--- config.mk ---
export PLATFORM = sky130hd
export DESIGN_NAME = mini_pascal_lexer
export DESIGN_NICKNAME = d
export VERILOG_FILES = /design/src/sv/mpl_pkg.sv /design/src/sv/mpl_scan.sv /design/src/sv/mpl_res_fifo.sv /design/src/sv/mini_pascal_lexer.sv
export SDC_FILE = /design/constraint.sdc
export NUM_CORES = 1
export LEC_CHECK = 0
export BUFFER_PORTS_ARGS = -buffer_cell sky130_fd_sc_hd__buf_4
export CAP_MARGIN = 20
export CELL_PAD_IN_SITES_DETAIL_PLACEMENT = 1
export CELL_PAD_IN_SITES_GLOBAL_PLACEMENT = 2
export CORE_ASPECT_RATIO = 0.5
export CORE_MARGIN = 1
export CORE_UTILIZATION = 47
export CTS_CLUSTER_DIAMETER = 200
export DETAILED_ROUTE_END_ITERATION = 10
export GPL_ROUTABILITY_DRIVEN = 0
export HOLD_SLACK_MARGIN = 0.08
export PLACE_DENSITY_LB_ADDON = 0.1
export SLEW_MARGIN = 40
export SYNTH_ARGS = -nofsm -noshare
export SYNTH_HDL_FRONTEND = slang
export SYNTH_HIERARCHICAL = 1
export SYNTH_SLANG_ARGS = --single-unit
--- constraint.sdc ---
create_clock -name clk_i -period 9.7 [get_ports clk_i]
set_input_delay 1.94 -clock clk_i [delete_from_list [all_inputs] [get_ports clk_i]]
set_output_delay 1.94 -clock clk_i [all_outputs]
set_load 0.02 [all_outputs]
--- src/sv/mpl_pkg.sv ---
// ----------------------------------------------------------------------------
// mpl_pkg
// Shared types, token codes and keyword tables for the mini Pascal lexer.
// ----------------------------------------------------------------------------
`default_nettype none

package mpl_pkg;

  localparam int unsigned MAX_LEXEME_DEF    = 64;
  localparam int unsigned COUNTER_WIDTH_DEF = 16;
  localparam int unsigned RES_DEPTH         = 4;
  localparam int unsigned KW_COUNT          = 11;

  localparam logic [5:0] K_END          = 6'd0;
  localparam logic [5:0] K_ID           = 6'd1;
  localparam logic [5:0] K_KW0          = 6'd2;
  localparam logic [5:0] K_INT          = 6'd13;
  localparam logic [5:0] K_REAL         = 6'd14;
  localparam logic [5:0] K_PLUS         = 6'd15;
  localparam logic [5:0] K_MINUS        = 6'd16;
  localparam logic [5:0] K_STAR         = 6'd17;
  localparam logic [5:0] K_SLASH        = 6'd18;
  localparam logic [5:0] K_EQ           = 6'd19;
  localparam logic [5:0] K_DOT          = 6'd20;
  localparam logic [5:0] K_COMMA        = 6'd21;
  localparam logic [5:0] K_LPAREN       = 6'd22;
  localparam logic [5:0] K_RPAREN       = 6'd23;
  localparam logic [5:0] K_ASSIGN       = 6'd24;
  localparam logic [5:0] K_COLON        = 6'd25;
  localparam logic [5:0] K_SEMI         = 6'd26;
  localparam logic [5:0] K_GE           = 6'd27;
  localparam logic [5:0] K_GT           = 6'd28;
  localparam logic [5:0] K_LE           = 6'd29;
  localparam logic [5:0] K_NE           = 6'd30;
  localparam logic [5:0] K_LT           = 6'd31;
  localparam logic [5:0] K_BAD_CHAR     = 6'd32;
  localparam logic [5:0] K_BAD_REAL     = 6'd33;
  localparam logic [5:0] K_OPEN_COMMENT = 6'd34;

  typedef enum logic [3:0] {
    MODE_START,
    MODE_IDENT,
    MODE_INT,
    MODE_REAL_DOT,
    MODE_REAL_FRAC,
    MODE_COLON,
    MODE_GREATER,
    MODE_LESS,
    MODE_COMMENT
  } mode_e;

  typedef struct packed {
    logic [5:0]  kind;
    logic [15:0] line;
    logic [15:0] col;
    logic [6:0]  len;
    logic        last;
  } res_t;

  // keyword length
  function automatic logic [2:0] kw_len(input logic [3:0] idx);
    logic [2:0] l;
    case (idx)
      4'd0:    l = 3'd7;
      4'd1:    l = 3'd3;
      4'd2:    l = 3'd7;
      4'd3:    l = 3'd4;
      4'd4:    l = 3'd5;
      4'd5:    l = 3'd3;
      4'd6:    l = 3'd2;
      4'd7:    l = 3'd4;
      4'd8:    l = 3'd4;
      4'd9:    l = 3'd5;
      4'd10:   l = 3'd2;
      default: l = 3'd0;
    endcase
    return l;
  endfunction

  // keyword character at a position, lowercase
  function automatic logic [7:0] kw_char(input logic [3:0] idx, input logic [2:0] pos);
    logic [63:0] w;
    case (idx)
      4'd0:    w = {"program", 8'h00};
      4'd1:    w = {"var", 40'h0};
      4'd2:    w = {"integer", 8'h00};
      4'd3:    w = {"real", 32'h0};
      4'd4:    w = {"begin", 24'h0};
      4'd5:    w = {"end", 40'h0};
      4'd6:    w = {"if", 48'h0};
      4'd7:    w = {"then", 32'h0};
      4'd8:    w = {"else", 32'h0};
      4'd9:    w = {"while", 24'h0};
      4'd10:   w = {"do", 48'h0};
      default: w = 64'h0;
    endcase
    return w[63 - 8 * pos -: 8];
  endfunction

endpackage

`default_nettype wire

--- src/sv/mpl_scan.sv ---
// ----------------------------------------------------------------------------
// mpl_scan
// Lexer state and one-step automaton: up to two tokens per source byte.
// ----------------------------------------------------------------------------
`default_nettype none

module mpl_scan #(
  parameter int unsigned MAX_LEXEME    = mpl_pkg::MAX_LEXEME_DEF,
  parameter int unsigned COUNTER_WIDTH = mpl_pkg::COUNTER_WIDTH_DEF
) (
  input  wire logic            clk_i,
  input  wire logic            rst_ni,
  input  wire logic            step_i,
  input  wire logic [7:0]      char_i,
  input  wire logic            eoi_i,
  output mpl_pkg::res_t [1:0]  res_o,
  output logic [1:0]           res_cnt_o
);

  localparam int unsigned LCW = $clog2(MAX_LEXEME + 1);
  localparam int unsigned CW  = COUNTER_WIDTH;
  localparam logic [CW-1:0] CMAX = '1;
  localparam logic [mpl_pkg::KW_COUNT-1:0] KW_ALL = '1;

  mpl_pkg::mode_e mode_q, mode_d;
  logic [CW-1:0]  line_q, line_d, col_q, col_d, cline_q, cline_d, ccol_q, ccol_d;
  logic [CW-1:0]  tcol_q, tcol_d;
  logic [LCW-1:0] lex_q, lex_d;
  logic [mpl_pkg::KW_COUNT-1:0] mask_q, mask_d;

  logic [CW-1:0]  col_inc, line_inc, cur_col;
  logic           room, is_al, is_dg, is_dot, is_eq, is_gt, start;
  logic [7:0]     lc;
  logic [5:0]     id_kind;
  logic           a_vld, b_vld;
  logic [5:0]     a_kind, b_kind;
  logic [CW-1:0]  a_line, a_col, b_col;
  logic [6:0]     a_len, b_len;

  function automatic logic [mpl_pkg::KW_COUNT-1:0] mask_upd(
    input logic [mpl_pkg::KW_COUNT-1:0] m,
    input logic [LCW-1:0]               pos,
    input logic [7:0]                   ch
  );
    logic [mpl_pkg::KW_COUNT-1:0] r;
    r = m;
    for (int i = 0; i < mpl_pkg::KW_COUNT; i++) begin
      if (pos >= LCW'(mpl_pkg::kw_len(4'(i))) ||
          mpl_pkg::kw_char(4'(i), pos[2:0]) != ch) begin
        r[i] = 1'b0;
      end
    end
    return r;
  endfunction

  assign col_inc  = (col_q == CMAX) ? col_q : col_q + CW'(1);
  assign line_inc = (line_q == CMAX) ? line_q : line_q + CW'(1);
  assign cur_col  = eoi_i ? col_q : col_inc;
  assign room     = lex_q < LCW'(MAX_LEXEME);
  assign lc       = char_i | 8'h20;
  assign is_al    = !eoi_i && !char_i[7] && lc >= "a" && lc <= "z";
  assign is_dg    = !eoi_i && char_i >= "0" && char_i <= "9";
  assign is_dot   = !eoi_i && char_i == ".";
  assign is_eq    = !eoi_i && char_i == "=";
  assign is_gt    = !eoi_i && char_i == ">";

  always_comb begin
    id_kind = mpl_pkg::K_ID;
    for (int i = 0; i < mpl_pkg::KW_COUNT; i++) begin
      if (mask_q[i] && lex_q == LCW'(mpl_pkg::kw_len(4'(i)))) begin
        id_kind = mpl_pkg::K_KW0 + 6'(i);
      end
    end
  end

  always_comb begin
    mode_d  = mode_q;
    line_d  = line_q;
    col_d   = cur_col;
    cline_d = cline_q;
    ccol_d  = ccol_q;
    tcol_d  = tcol_q;
    lex_d   = lex_q;
    mask_d  = mask_q;
    start   = 1'b0;
    a_vld   = 1'b0;
    a_kind  = mpl_pkg::K_END;
    a_line  = line_q;
    a_col   = tcol_q;
    a_len   = 7'd1;
    b_vld   = 1'b0;
    b_kind  = mpl_pkg::K_END;
    b_col   = cur_col;
    b_len   = 7'd1;

    // pending token
    case (mode_q)
      mpl_pkg::MODE_START: begin
        start = !eoi_i;
      end
      mpl_pkg::MODE_IDENT: begin
        if (room && (is_al || is_dg)) begin
          mask_d = mask_upd(mask_q, lex_q, is_al ? lc : char_i);
          lex_d  = lex_q + LCW'(1);
        end else begin
          a_vld  = 1'b1;
          a_kind = id_kind;
          a_len  = 7'(lex_q);
          mode_d = mpl_pkg::MODE_START;
          start  = !eoi_i;
        end
      end
      mpl_pkg::MODE_INT: begin
        if (room && is_dg) begin
          lex_d = lex_q + LCW'(1);
        end else if (room && is_dot) begin
          lex_d  = lex_q + LCW'(1);
          mode_d = mpl_pkg::MODE_REAL_DOT;
        end else begin
          a_vld  = 1'b1;
          a_kind = mpl_pkg::K_INT;
          a_len  = 7'(lex_q);
          mode_d = mpl_pkg::MODE_START;
          start  = !eoi_i;
        end
      end
      mpl_pkg::MODE_REAL_DOT: begin
        if (room && is_dg) begin
          lex_d  = lex_q + LCW'(1);
          mode_d = mpl_pkg::MODE_REAL_FRAC;
        end else begin
          a_vld  = 1'b1;
          a_kind = mpl_pkg::K_BAD_REAL;
          a_len  = 7'(lex_q);
          mode_d = mpl_pkg::MODE_START;
          start  = !eoi_i;
        end
      end
      mpl_pkg::MODE_REAL_FRAC: begin
        if (room && is_dg) begin
          lex_d = lex_q + LCW'(1);
        end else begin
          a_vld  = 1'b1;
          a_kind = mpl_pkg::K_REAL;
          a_len  = 7'(lex_q);
          mode_d = mpl_pkg::MODE_START;
          start  = !eoi_i;
        end
      end
      mpl_pkg::MODE_COLON: begin
        a_vld  = 1'b1;
        mode_d = mpl_pkg::MODE_START;
        if (is_eq) begin
          a_kind = mpl_pkg::K_ASSIGN;
          a_len  = 7'd2;
        end else begin
          a_kind = mpl_pkg::K_COLON;
          start  = !eoi_i;
        end
      end
      mpl_pkg::MODE_GREATER: begin
        a_vld  = 1'b1;
        mode_d = mpl_pkg::MODE_START;
        if (is_eq) begin
          a_kind = mpl_pkg::K_GE;
          a_len  = 7'd2;
        end else begin
          a_kind = mpl_pkg::K_GT;
          start  = !eoi_i;
        end
      end
      mpl_pkg::MODE_LESS: begin
        a_vld  = 1'b1;
        mode_d = mpl_pkg::MODE_START;
        if (is_eq) begin
          a_kind = mpl_pkg::K_LE;
          a_len  = 7'd2;
        end else if (is_gt) begin
          a_kind = mpl_pkg::K_NE;
          a_len  = 7'd2;
        end else begin
          a_kind = mpl_pkg::K_LT;
          start  = !eoi_i;
        end
      end
      mpl_pkg::MODE_COMMENT: begin
        if (eoi_i) begin
          a_vld  = 1'b1;
          a_kind = mpl_pkg::K_OPEN_COMMENT;
          a_line = cline_q;
          a_col  = ccol_q;
        end else if (char_i == "\n") begin
          line_d = line_inc;
          col_d  = '0;
        end else if (char_i == "}") begin
          mode_d = mpl_pkg::MODE_START;
        end
      end
      default: begin
        mode_d = mpl_pkg::MODE_START;
        start  = !eoi_i;
      end
    endcase

    if (eoi_i) begin
      mode_d = mpl_pkg::MODE_START;
      b_vld  = 1'b1;
      b_kind = mpl_pkg::K_END;
      b_len  = 7'd0;
    end

    // fresh scan from the start state
    if (start) begin
      case (char_i)
        " ", "\t", "\r": begin
        end
        "\n": begin
          line_d = line_inc;
          col_d  = '0;
        end
        "{": begin
          cline_d = line_q;
          ccol_d  = cur_col;
          mode_d  = mpl_pkg::MODE_COMMENT;
        end
        ":": begin
          mode_d = mpl_pkg::MODE_COLON;
          lex_d  = LCW'(1);
          tcol_d = cur_col;
        end
        ">": begin
          mode_d = mpl_pkg::MODE_GREATER;
          lex_d  = LCW'(1);
          tcol_d = cur_col;
        end
        "<": begin
          mode_d = mpl_pkg::MODE_LESS;
          lex_d  = LCW'(1);
          tcol_d = cur_col;
        end
        ";": begin b_vld = 1'b1; b_kind = mpl_pkg::K_SEMI;   end
        "+": begin b_vld = 1'b1; b_kind = mpl_pkg::K_PLUS;   end
        "-": begin b_vld = 1'b1; b_kind = mpl_pkg::K_MINUS;  end
        "*": begin b_vld = 1'b1; b_kind = mpl_pkg::K_STAR;   end
        "/": begin b_vld = 1'b1; b_kind = mpl_pkg::K_SLASH;  end
        "=": begin b_vld = 1'b1; b_kind = mpl_pkg::K_EQ;     end
        ".": begin b_vld = 1'b1; b_kind = mpl_pkg::K_DOT;    end
        ",": begin b_vld = 1'b1; b_kind = mpl_pkg::K_COMMA;  end
        "(": begin b_vld = 1'b1; b_kind = mpl_pkg::K_LPAREN; end
        ")": begin b_vld = 1'b1; b_kind = mpl_pkg::K_RPAREN; end
        default: begin
          if (is_al) begin
            mode_d = mpl_pkg::MODE_IDENT;
            lex_d  = LCW'(1);
            tcol_d = cur_col;
            mask_d = mask_upd(KW_ALL, '0, lc);
          end else if (is_dg) begin
            mode_d = mpl_pkg::MODE_INT;
            lex_d  = LCW'(1);
            tcol_d = cur_col;
          end else begin
            b_vld  = 1'b1;
            b_kind = mpl_pkg::K_BAD_CHAR;
          end
        end
      endcase
    end
  end

  always_comb begin
    res_o[1].kind = b_kind;
    res_o[1].line = 16'(line_q);
    res_o[1].col  = 16'(eoi_i ? col_q : b_col);
    res_o[1].len  = b_len;
    res_o[1].last = 1'b1;
    if (a_vld) begin
      res_o[0].kind = a_kind;
      res_o[0].line = 16'(a_line);
      res_o[0].col  = 16'(a_col);
      res_o[0].len  = a_len;
      res_o[0].last = !b_vld;
    end else begin
      res_o[0] = res_o[1];
    end
    res_cnt_o = step_i ? (2'(a_vld) + 2'(b_vld)) : 2'd0;
  end

  always_ff @(posedge clk_i or negedge rst_ni) begin
    if (!rst_ni) begin
      mode_q  <= mpl_pkg::MODE_START;
      line_q  <= CW'(1);
      col_q   <= '0;
      cline_q <= '0;
      ccol_q  <= '0;
      tcol_q  <= '0;
      lex_q   <= '0;
      mask_q  <= KW_ALL;
    end else if (step_i) begin
      mode_q  <= mode_d;
      line_q  <= line_d;
      col_q   <= col_d;
      cline_q <= cline_d;
      ccol_q  <= ccol_d;
      tcol_q  <= tcol_d;
      lex_q   <= lex_d;
      mask_q  <= mask_d;
    end
  end

endmodule

`default_nettype wire

--- src/sv/mpl_res_fifo.sv ---
// ----------------------------------------------------------------------------
// mpl_res_fifo
// Small token queue: takes up to two tokens a cycle, gives one a cycle when popped.
// ----------------------------------------------------------------------------
`default_nettype none

module mpl_res_fifo (
  input  wire logic                clk_i,
  input  wire logic                rst_ni,
  input  wire mpl_pkg::res_t [1:0] push_i,
  input  wire logic [1:0]          push_cnt_i,
  input  wire logic                pop_i,
  output logic                     room_o,
  output logic                     vld_o,
  output mpl_pkg::res_t            head_o
);

  localparam int unsigned DEPTH = mpl_pkg::RES_DEPTH;
  localparam int unsigned PW    = $clog2(DEPTH);

  mpl_pkg::res_t mem_q [DEPTH];
  logic [PW-1:0] wr_q, wr_d, rd_q, rd_d;
  logic [PW:0]   cnt_q, cnt_d;
  logic          pop;

  assign vld_o  = cnt_q != '0;
  assign pop    = vld_o && pop_i;
  assign room_o = cnt_q <= (PW + 1)'(DEPTH - 2);
  assign head_o = mem_q[rd_q];

  assign wr_d  = wr_q + PW'(push_cnt_i);
  assign rd_d  = rd_q + PW'(pop);
  assign cnt_d = cnt_q + (PW + 1)'(push_cnt_i) - (PW + 1)'(pop);

  always_ff @(posedge clk_i) begin
    if (push_cnt_i != 2'd0) begin
      mem_q[wr_q] <= push_i[0];
    end
    if (push_cnt_i == 2'd2) begin
      mem_q[wr_q + PW'(1)] <= push_i[1];
    end
  end

  always_ff @(posedge clk_i or negedge rst_ni) begin
    if (!rst_ni) begin
      wr_q  <= '0;
      rd_q  <= '0;
      cnt_q <= '0;
    end else begin
      wr_q  <= wr_d;
      rd_q  <= rd_d;
      cnt_q <= cnt_d;
    end
  end

endmodule

`default_nettype wire

--- src/sv/mini_pascal_lexer.sv ---
// ----------------------------------------------------------------------------
// mini_pascal_lexer
// Streaming lexer for a small Pascal subset, one source byte per item.
// ----------------------------------------------------------------------------
//  channel  dir  tdata                                  tuser         tlast
//  s_axis   in   [7:0] char_in                          end_of_input  -
//  m_axis   out  [5:0] kind [21:6] line [37:22] column  -             last_of_run
//                [44:38] length
//
//  An accepted item is registered, then lexed into a four-entry token queue
//  once the queue has room; the first token can leave the cycle after that.
//  Sustained rate is one item per cycle while each item gives at most one token
//  and the output is ready; an item giving two tokens queues both, given out singly.
//  Input is held off while an item waits and the queue has under two free entries.
//  Reset starts at line 1, column 0, start state, queue empty.
// ----------------------------------------------------------------------------
`default_nettype none

module mini_pascal_lexer #(
  parameter int unsigned MAX_LEXEME    = mpl_pkg::MAX_LEXEME_DEF,
  parameter int unsigned COUNTER_WIDTH = mpl_pkg::COUNTER_WIDTH_DEF
) (
  input  wire logic        clk_i,
  input  wire logic        rst_ni,
  input  wire logic        s_axis_tvalid,
  output logic             s_axis_tready,
  input  wire logic [7:0]  s_axis_tdata,   // [7:0] char_in
  input  wire logic        s_axis_tuser,   // [0] end_of_input
  output logic             m_axis_tvalid,
  input  wire logic        m_axis_tready,
  output logic [47:0]      m_axis_tdata,   // kind, line, column, length, zero pad
  output logic             m_axis_tlast
);

  logic               in_vld_q, in_vld_d;
  logic [7:0]         in_char_q;
  logic               in_eoi_q;
  logic               step, room;
  mpl_pkg::res_t [1:0] res;
  logic [1:0]         res_cnt;
  mpl_pkg::res_t      head;

  assign step          = in_vld_q && room;
  assign s_axis_tready = !in_vld_q || step;
  assign in_vld_d      = s_axis_tvalid || (in_vld_q && !step);

  always_ff @(posedge clk_i or negedge rst_ni) begin
    if (!rst_ni) begin
      in_vld_q <= 1'b0;
    end else if (s_axis_tready) begin
      in_vld_q <= in_vld_d;
    end
  end

  always_ff @(posedge clk_i) begin
    if (s_axis_tvalid && s_axis_tready) begin
      in_char_q <= s_axis_tdata;
      in_eoi_q  <= s_axis_tuser;
    end
  end

  mpl_scan #(
    .MAX_LEXEME    (MAX_LEXEME),
    .COUNTER_WIDTH (COUNTER_WIDTH)
  ) u_scan (
    .clk_i     (clk_i),
    .rst_ni    (rst_ni),
    .step_i    (step),
    .char_i    (in_char_q),
    .eoi_i     (in_eoi_q),
    .res_o     (res),
    .res_cnt_o (res_cnt)
  );

  mpl_res_fifo u_fifo (
    .clk_i      (clk_i),
    .rst_ni     (rst_ni),
    .push_i     (res),
    .push_cnt_i (res_cnt),
    .pop_i      (m_axis_tready),
    .room_o     (room),
    .vld_o      (m_axis_tvalid),
    .head_o     (head)
  );

  assign m_axis_tdata = {3'b000, head.len, head.col, head.line, head.kind};
  assign m_axis_tlast = head.last;

endmodule

`default_nettype wire
# ---- Word level (Yosys, flattened, before mapping)
# Memories as Yosys holds them, arrays and structs flattened.
# Index checks and enable logic that the tools add are counted.
dict set report op_classes {
  n_bitwise 1
  eq_ne 57
  order_cmp 16
  n_reduce_logical 71
  n_mux 210
  shifts 11
  n_addsub 10
}
# cell count
set op_table {}
lappend op_table {{$mux 64} 55}
lappend op_table {{$shiftx 71x33->8} 11}
lappend op_table {{$mux 16} 20}
lappend op_table {{$ne 8x8->1} 22}
lappend op_table {{$mux 6} 19}
lappend op_table {{$eq 8x6->1 const B} 14}
lappend op_table {{$mux 7} 12}
lappend op_table {{$mux 3} 27}
lappend op_table {{$pmux 6 s11} 1}
lappend op_table {{$mux 11} 5}
lappend op_table {{$pmux 6 s8} 1}
lappend op_table {{$mux 46} 1}
lappend op_table {{$mux 1} 44}
lappend op_table {{$mux 4} 11}
lappend op_table {{$ge 7x3->1} 5}
lappend op_table {{$pmux 7 s5} 1}
lappend op_table {{$add 16x1->16 const B} 2}
lappend op_table {{$eq 16x16->1 const B} 2}
lappend op_table {{$pmux 16 s2} 1}
lappend op_table {{$logic_and 1x1->1} 26}
lappend op_table {{$logic_or 1x1->1} 25}
lappend op_table {{$eq 8x7->1 const B} 3}
lappend op_table {{$pmux 4 s6} 1}
lappend op_table {{$eq 7x3->1 const B} 3}
lappend op_table {{other kinds (43)} 64}
dict set report word_totals {
  output_inout_bits 51
  in_bits 13
  ram_bits 184
  register_bits 119
  word_cells 391
  mem_count 1
}
# memory depth width read_ports rd_clocked_by_memory_dff wr line_no
set mem_list {}
lappend mem_list {u_fifo.mem_q 4 46 1 0 2 mpl_res_fifo.sv:21} ;# mpl_pkg::res_t mem_q [DEPTH];

# ---- Longest topological paths before layout
# Gate-level depths: netlist of run 1.
dict set report logic_depth {
  word_depth 17
  ltp_mapped 19
}

# ---- Modules after synthesis
# The synthesis of run 1 kept the hierarchy.
# mod area_each_um2 n_inst cells_each
set modules_own_cells {}
lappend modules_own_cells {mpl_res_fifo 9645.5 1 484}
lappend modules_own_cells {mpl_scan 7748.7 1 951}
lappend modules_own_cells {mini_pascal_lexer 356.6 1 18}

# ---- Least setup slack after synthesis of run 1
# Ideal clock, no wire load.
dict set report synth_path {
  kind {flip-flop to flip-flop}
  startpoint {register in_char_q[4]}
  endpoint {memory u_fifo/mem_q[0][0] (netlist name), enable pin}
  path_buffers 2
  path_stages_with_launch 12
  synth_period_minus_slack_ns 6.690
  required_time_ns 9.187
  path_slack_ns 3.010
  setup_time_ns 0.513
  arrival_time_ns 6.177
  path_cell_list {edfxtp_1 -> or4b_4 -> nor4_4 -> a21oi_2 -> o21ai_1 -> or4b_1 -> buf_2 -> buf_2 -> ha_1 -> and2_1 -> o21bai_1 -> o21ai_0}
}
# item line_no
set synth_lines {}
lappend synth_lines {{start: declaration} mini_pascal_lexer.sv:36} ;# logic [7:0] in_char_q;
lappend synth_lines {{start signal: assignment} mini_pascal_lexer.sv:57} ;# in_char_q <= s_axis_tdata;
lappend synth_lines {{end: declaration} mpl_res_fifo.sv:21}

==> impl_metrics.toml, run 1 <==
[hold_path]
hp-class = "reg -> reg"
holdPathStages = 2

[critical_path]
crit_type = "reg -> reg"
critPathLaunchType = "flop"
crit_top_cell = "buf_4"
reg2regPathDepth = 13
path_cells = "buf_4, or4_1, a21oi_1, o21ai_1, a21oi_1, or4b_1, buf_4, ha_1, inv_1, nor2_1, nor4b_4, buf_4, mux2_2"
crit_slowest_cell = "buf_4"
cp.depth = 13
slowest_delay_ps = 710
cp_max_fo = 41
cp_top_family = "simple AND/OR/NAND/NOR gates"
cp.arrival_ps = 5890
critPathCaptureType = "flop"
crit_required_ps = 10050
path_buf_inv = 4

[clock_tree]
root_buffer = "clkbuf_16"
cts_hold_buf = 0
postCtsSetupRepairBufs = 0
clkLatencyLatePin_ps = 600
cts_tree = "built"
clk_pin_slew_ps = 70
cts.htree.levels = 1
cts_sinks = 303
clockBufferDepth = 3
cts_resized = 0
cts_inserted_buffers = 30

[placed_design]
placed_area_mm2 = 0.0185
dp_hpwl_um = 32200
post-place-ws_ps = 4160
port_buffers = 60

[floorplanning]
initial_core_util_pct = 48.6
dieWidth_um = 277
coreArea_mm2 = 0.0365
dieHeight_um = 139
rows = 49
die_area_mm2 = 0.0386
io_pins = 64

[global_route]
grt_usage_pct = 25.8
grt_max_degree = 82
grt_first_pass_wirelength_um = 77800
global_route.overflow_total = 0
antenna_found_initial = 0
grt_pass1_vias = 12900

[timing]
fin_crit_sh_pct = 57.1
hold_violations = 0
max_freq_ghz = 0.180
setup-tns-final_ps = 0
finalSetupViolCount = 0
rsz0062_at_grt = "no"
skew_ps = 21.5
drv_slew = 0
fin_crit_ps = 5540
worstMarginPinSlew_ps = 806
fin_ws_ps = 4160
slew-limit-headroom_pct = 46.1

[synth]
synth_edf_count = 193
synth.avg_cell_area_um2 = 12.2
synth_top_flop_cell = "edfxtp_1"
async_flop_share_pct = 36.3
synthCells = 1453
synth_cell_type_count = 92
ys_seq_area_share_pct = 48.2
ys_warn_count = 6
ys_seq_elements = 303
synth_area_mm2 = 0.0178

[route]
routed_via_density = 6.16
drc = 0
drtIter0Drc = 903
dr.pass1.iters = 5
totalWireLength_um = 49400
avgRoutedWirePerCell_um = 25.0
postRouteAntennaNets = 0
route.vias.total = 12200

[cells_and_area]
layout_common_cells = "193 x edfxtp_1, 164 x mux2_2, 115 x nand2_1"
nets = 1501
antennaDiodeCount = 0
final_area_mm2 = 0.0196
final_layout_size_suffix_gt1_share_pct = 31.5
final_common_cell = "edfxtp_1"
area_delta_synth_final_pct = 10.7

[pwr]
max-vdd-ir-drop_mv = 0.161
power_density_mw_per_mm2 = 305
p_leak_nw = 7.52

[run_status]
status = "finished, final reports clean"

[job]
cap_violations = 0
==> final timing paths <==
kind                                       end  slack (ps)              start
hold reg to reg              u_scan/ccol_q[11]         480  u_scan/ccol_q[11]
setup / recovery           u_fifo/mem_q[1][22]        4160       in_char_q[0]
setup reg to reg           u_fifo/mem_q[1][22]        4160       in_char_q[0]
max in group asynchronous    u_scan/cline_q[0]        7290             rst_ni
min in group asynchronous       u_fifo/wr_q[0]        1310             rst_ni
hold / removal               u_scan/ccol_q[11]         480  u_scan/ccol_q[11]
==> Yosys cell counts (all sizes together) (4+ instances only) <==
| master | count | area, µm² |
|---|---|---|
| a211oi | 6 | 45.0 |
| a21oi | 40 | 204 |
| a221oi | 4 | 35.0 |
| a22o | 9 | 78.8 |
| a31oi | 14 | 87.6 |
| and2 | 15 | 96.3 |
| and3 | 8 | 50.1 |
| buf | 57 | 462 |
| clkbuf | 55 | 208 |
| dfrtp | 98 | 2450 |
| dfstp | 12 | 315 |
| edfxtp | 193 | 5800 |
| ha | 18 | 225 |
| inv | 43 | 161 |
| mux2 | 233 | 2880 |
| mux2i | 5 | 50.1 |
| mux4 | 46 | 1040 |
| nand2 | 115 | 432 |
| nand2b | 12 | 82.6 |
| nand3 | 39 | 195 |
| nand3b | 6 | 45.0 |
| nand4 | 16 | 106 |
| nand4b | 5 | 43.8 |
| nor2 | 69 | 259 |
| nor2b | 12 | 75.1 |
| nor3 | 16 | 80.1 |
| nor3b | 4 | 30.0 |
| nor4 | 9 | 77.6 |
| o211ai | 13 | 97.6 |
| o21a | 5 | 37.5 |
| o21ai | 102 | 510 |
| o221ai | 4 | 41.3 |
| o22ai | 11 | 75.1 |
| o2bb2ai | 17 | 149 |
| o31ai | 6 | 45.0 |
| o32ai | 4 | 35.0 |
| or2 | 7 | 46.3 |
| or3 | 8 | 50.1 |
| or4 | 6 | 45.0 |
| xnor2 | 30 | 263 |
| xor2 | 24 | 210 |
==> routing by layer <==
layer | vias to the layer above | wire (µm) | track usage, %
met5 | - | 0 | 0
met4 | 0 | 1180 | 6.23
met3 | 76 | 1950 | 3.48
met2 | 262 | 23700 | 43.8
met1 | 6345 | 22600 | 35.2
li1 | 5490 | - | -
==> worst register-to-register path: cells and delay by family (launching register included) <==
kind                       cells  cell delay [ps]
buffers and inverters          4             1410
AOI/OAI and AO/OA              3              970
and+or+nand+nor                4             1830
muxes                          1              480
DFF                            1              360
adders and majority gates      1              240
==> sequential cells by signal, indices dropped and copies added (netlist names), 2 cells and up <==
register / count
u_fifo/mem_q: 184
u_scan/ccol_q: 16
u_scan/cline_q: 16
u_scan/col_q: 16
u_scan/line_q: 16
u_scan/tcol_q: 16
u_scan/mask_q: 11
in_char_q: 8
u_scan/lex_q: 7
u_scan/mode_q: 4
u_fifo/cnt_q: 3
u_fifo/rd_q: 2
u_fifo/wr_q: 2
==> report_power, final <==
part           total (mW)  internal (mW)  switching [mW]
Combinational        2.66           1.08            1.58
Sequential           2.05           1.85           0.195
Clock                1.28          0.732           0.548
==> per-stage QoR <==
step	utilization, %	hold WS, ps	total power, mW	cells
floorplan	-	444	3.83	1460
global placement	50.4	456	4.62	1916
detailed placement	50.7	469	4.73	1920
CTS	53.7	484	6.03	1976
global route	53.8	493	6.27	1977
finish	53.8	481	5.99	1977
==> kinds of logic (layout without fill, tap and decap cells) <==
group | count (synthesis) | after routing | synth area share [%]
and+or+nand+nor | 366 | 366 | 10.8
DFF | 303 | 303 | 48.2
muxes | 284 | 284 | 22.4
AOI/OAI and AO/OA | 267 | 267 | 9.80
buffers and inverters | 157 | 190 | 4.72
xor gates and xnor gates | 54 | 54 | 2.66
adders and majority gates | 19 | 19 | 1.38
other | 3 | 10 | 0.0634
==> cell type report <==
class	count	area [µm²]
fillers	3683	16900
flip-flops and latches	303	8570
multi-input cells	1000	8460
clock buffers	38	885
repair buffers	89	743
well taps	484	606
clock inverters	18	210
inverters	45	169
Power figures use the tool's default switching activity.
==> run 2, diff against run 1 <==
--- a/config.mk
+++ b/config.mk
@@ -11,7 +11,7 @@
 export CELL_PAD_IN_SITES_GLOBAL_PLACEMENT = 2
 export CORE_ASPECT_RATIO = 0.5
 export CORE_MARGIN = 1
-export CORE_UTILIZATION = 47
+export CORE_UTILIZATION = 40
 export CTS_CLUSTER_DIAMETER = 200
 export DETAILED_ROUTE_END_ITERATION = 10
 export GPL_ROUTABILITY_DRIVEN = 0
==> constraint.sdc (replaced) <==
create_clock -name clk_i -period 4.6 [get_ports clk_i]
set_input_delay 0.92 -clock clk_i [delete_from_list [all_inputs] [get_ports clk_i]]
set_output_delay 0.92 -clock clk_i [all_outputs]
set_load 0.02 [all_outputs]
==> run 2 against run 1 <==
The run now ends with DRC left. Sequential cell count unchanged. Wire length decreased by 0.24%. Global-route usage decreased by 4.0 points. Via count decreased by 0.76%. Sequential share of layout area decreased by 0.72 points. Die area increased by 17%. Cell area increased by 1.7%. Worst hold slack got worse by 120 ps. Clock skew decreased by 2.0 ps. Critical path type unchanged. Largest power group unchanged.
==> impl_metrics.toml, run 2 (synthesis results as in run 1) <==
[timing]
fin_crit_sh_pct = 91.4
fin_crit_ps = 4200
max_freq_ghz = 0.238
skew_ps = 19.5
fin_ws_ps = 398
rsz0062_at_grt = "no"
slew-limit-headroom_pct = 45.9
finalSetupViolCount = 0
worstMarginPinSlew_ps = 812
drv_slew = 0
hold_violations = 0

[clock_tree]
cts_hold_buf = 0
postCtsSetupRepairBufs = 0
cts_inserted_buffers = 30
clkLatencyLatePin_ps = 590
cts_sinks = 303
cts_tree = "built"
cts.htree.levels = 1
cts_resized = 0
root_buffer = "clkbuf_16"
clockBufferDepth = 3
clk_pin_slew_ps = 60

[pwr]
power.share.sequential_pct = 34.3
p_sw_share_pct = 38.5
max-vdd-ir-drop_mv = 0.343
switching_power_mw = 4.85
intPower_mw = 7.74
comb_power_share_pct = 45.2
p_leak_nw = 7.67
power.share.clock_pct = 20.5
power_density_mw_per_mm2 = 630

[critical_path]
endpoint = "u_fifo/mem_q[2][38]"
cp_max_fo = 14
reg2regPathDepth = 10
crit_required_ps = 4930
slowest_delay_ps = 650
timing.rr.start = "u_scan/mode_q[1]"
cp.arrival_ps = 4530
crit_type = "reg -> reg"
critPathLaunchType = "flop"
critPathCaptureType = "flop"
path_cells = "or3b_2, nor2_1, nand3_1, and4_1, o21ai_0, ha_1, and2_1, and4bb_4, buf_4, mux2_4"
r2r_slack_ps = 400
cp-startpoint = "u_scan/mode_q[1]"
crit_slowest_cell = "dfrtp_1"
reg2reg_to = "u_fifo/mem_q[2][38]"

[route]
postRouteAntennaNets = 0
drtIter0Drc = 553
dr.pass1.iters = 7
avgRoutedWirePerCell_um = 23.3
route.vias.total = 12100
totalWireLength_um = 49300
routed_via_density = 5.71
drc = 1

[run_status]
status = "finished, violations left"
violations = "DRC"

[global_route]
grt_max_degree = 68
antenna_found_initial = 0
grt_first_pass_wirelength_um = 76300
global_route.overflow_total = 0
grt_usage_pct = 21.8
grt_pass1_vias = 13000

[placed_design]
dp_hpwl_um = 33300
placed_area_mm2 = 0.0189
port_buffers = 60
placed_cells = 2059
post-place-ws_ps = 428

[cells_and_area]
final_area_mm2 = 0.0200
nets = 1535
final_common_cell = "edfxtp_1"
area_delta_synth_final_pct = 12.5
largest_reg_flops = 184
final_cells = 2115
layout_common_cells = "193 x edfxtp_1, 164 x mux2_2, 116 x buf_4"
antennaDiodeCount = 0
largest_register = "u_fifo/mem_q"
final_layout_size_suffix_gt1_share_pct = 32.7

[floorplanning]
dieWidth_um = 300
initial_core_util_pct = 40.7
die_area_mm2 = 0.0453
coreArea_mm2 = 0.0436
dieHeight_um = 151
rows = 54
io_pins = 64

[job]
cap_violations = 0

[hold_path]
hp-class = "in -> async"
run 2: cell count changes in the layout (fill, tap and decap cells not counted), moves of 2 or more:
cell / change
nor4_1: +2
clkbuf_1: +2
nor4_2: -2
buf_12: +4
buf_4: +34
bufinv_16: -2
run 2: final cells by class:
| cell class | instances | area [µm²] |
|---|---|---|
| repair buffers | 123 | 1010 |
| flip-flops and latches | 303 | 8570 |
| fillers | 4534 | 23700 |
| inverters | 45 | 169 |
| clock inverters | 14 | 129 |
| multi-input cells | 1000 | 8440 |
| clock buffers | 42 | 920 |
| well taps | 588 | 736 |
run 2: per-stage QoR:
stage          util [%]  TNS, ps  total power, mW  hold WS, ps
2_1_floorplan         -   -65510             8.06          444
3_3_place_gp       43.4        0             9.98          456
3_5_place_dp       43.4        0             10.1          467
4_1_cts            45.8        0             12.8          370
5_1_grt            45.8        0             13.2          398
6_report           45.8        0             12.6          364
run 2: per-layer routing:
layer  routed length (µm)  GRT usage, %  share of wire [%]
met4                 1220          5.64                2.5
met5                    0             0                  0
met3                 1290          2.74                2.6
met2                23600          37.4                 48
met1                23100          29.3                 47
run 2: critical path: cells and delay by family (launching register included):
family | cells | cell delay [ps]
compound gates | 1 | 300
fa+ha+maj | 1 | 300
buf+inv | 1 | 310
flops | 1 | 650
mux | 1 | 320
simple gates | 6 | 2060
run 2: how the worst min path moves through the flow:
stage,end,slack [ps],cells past startpoint
2_1_floorplan,u_scan/ccol_q[0],440,2
5_1_grt,u_scan/cline_q[4],400,1
4_1_cts,u_scan/cline_q[4],370,1
3_3_place_gp,u_scan/ccol_q[13],460,2
3_5_place_dp,u_scan/tcol_q[15],470,2
6_report,u_scan/cline_q[4],360,1
run 2: power by group through the flow:
stage                     Sequential, mW  Clock, mW  Combinational (mW)
after floorplan                     4.15          0                3.91
after global placement              4.34          0                5.64
after detailed placement            4.39          0                5.75
after CTS                           4.33       2.66                5.78
after global routing                4.41       2.74                6.10
final                               4.31       2.58                5.69
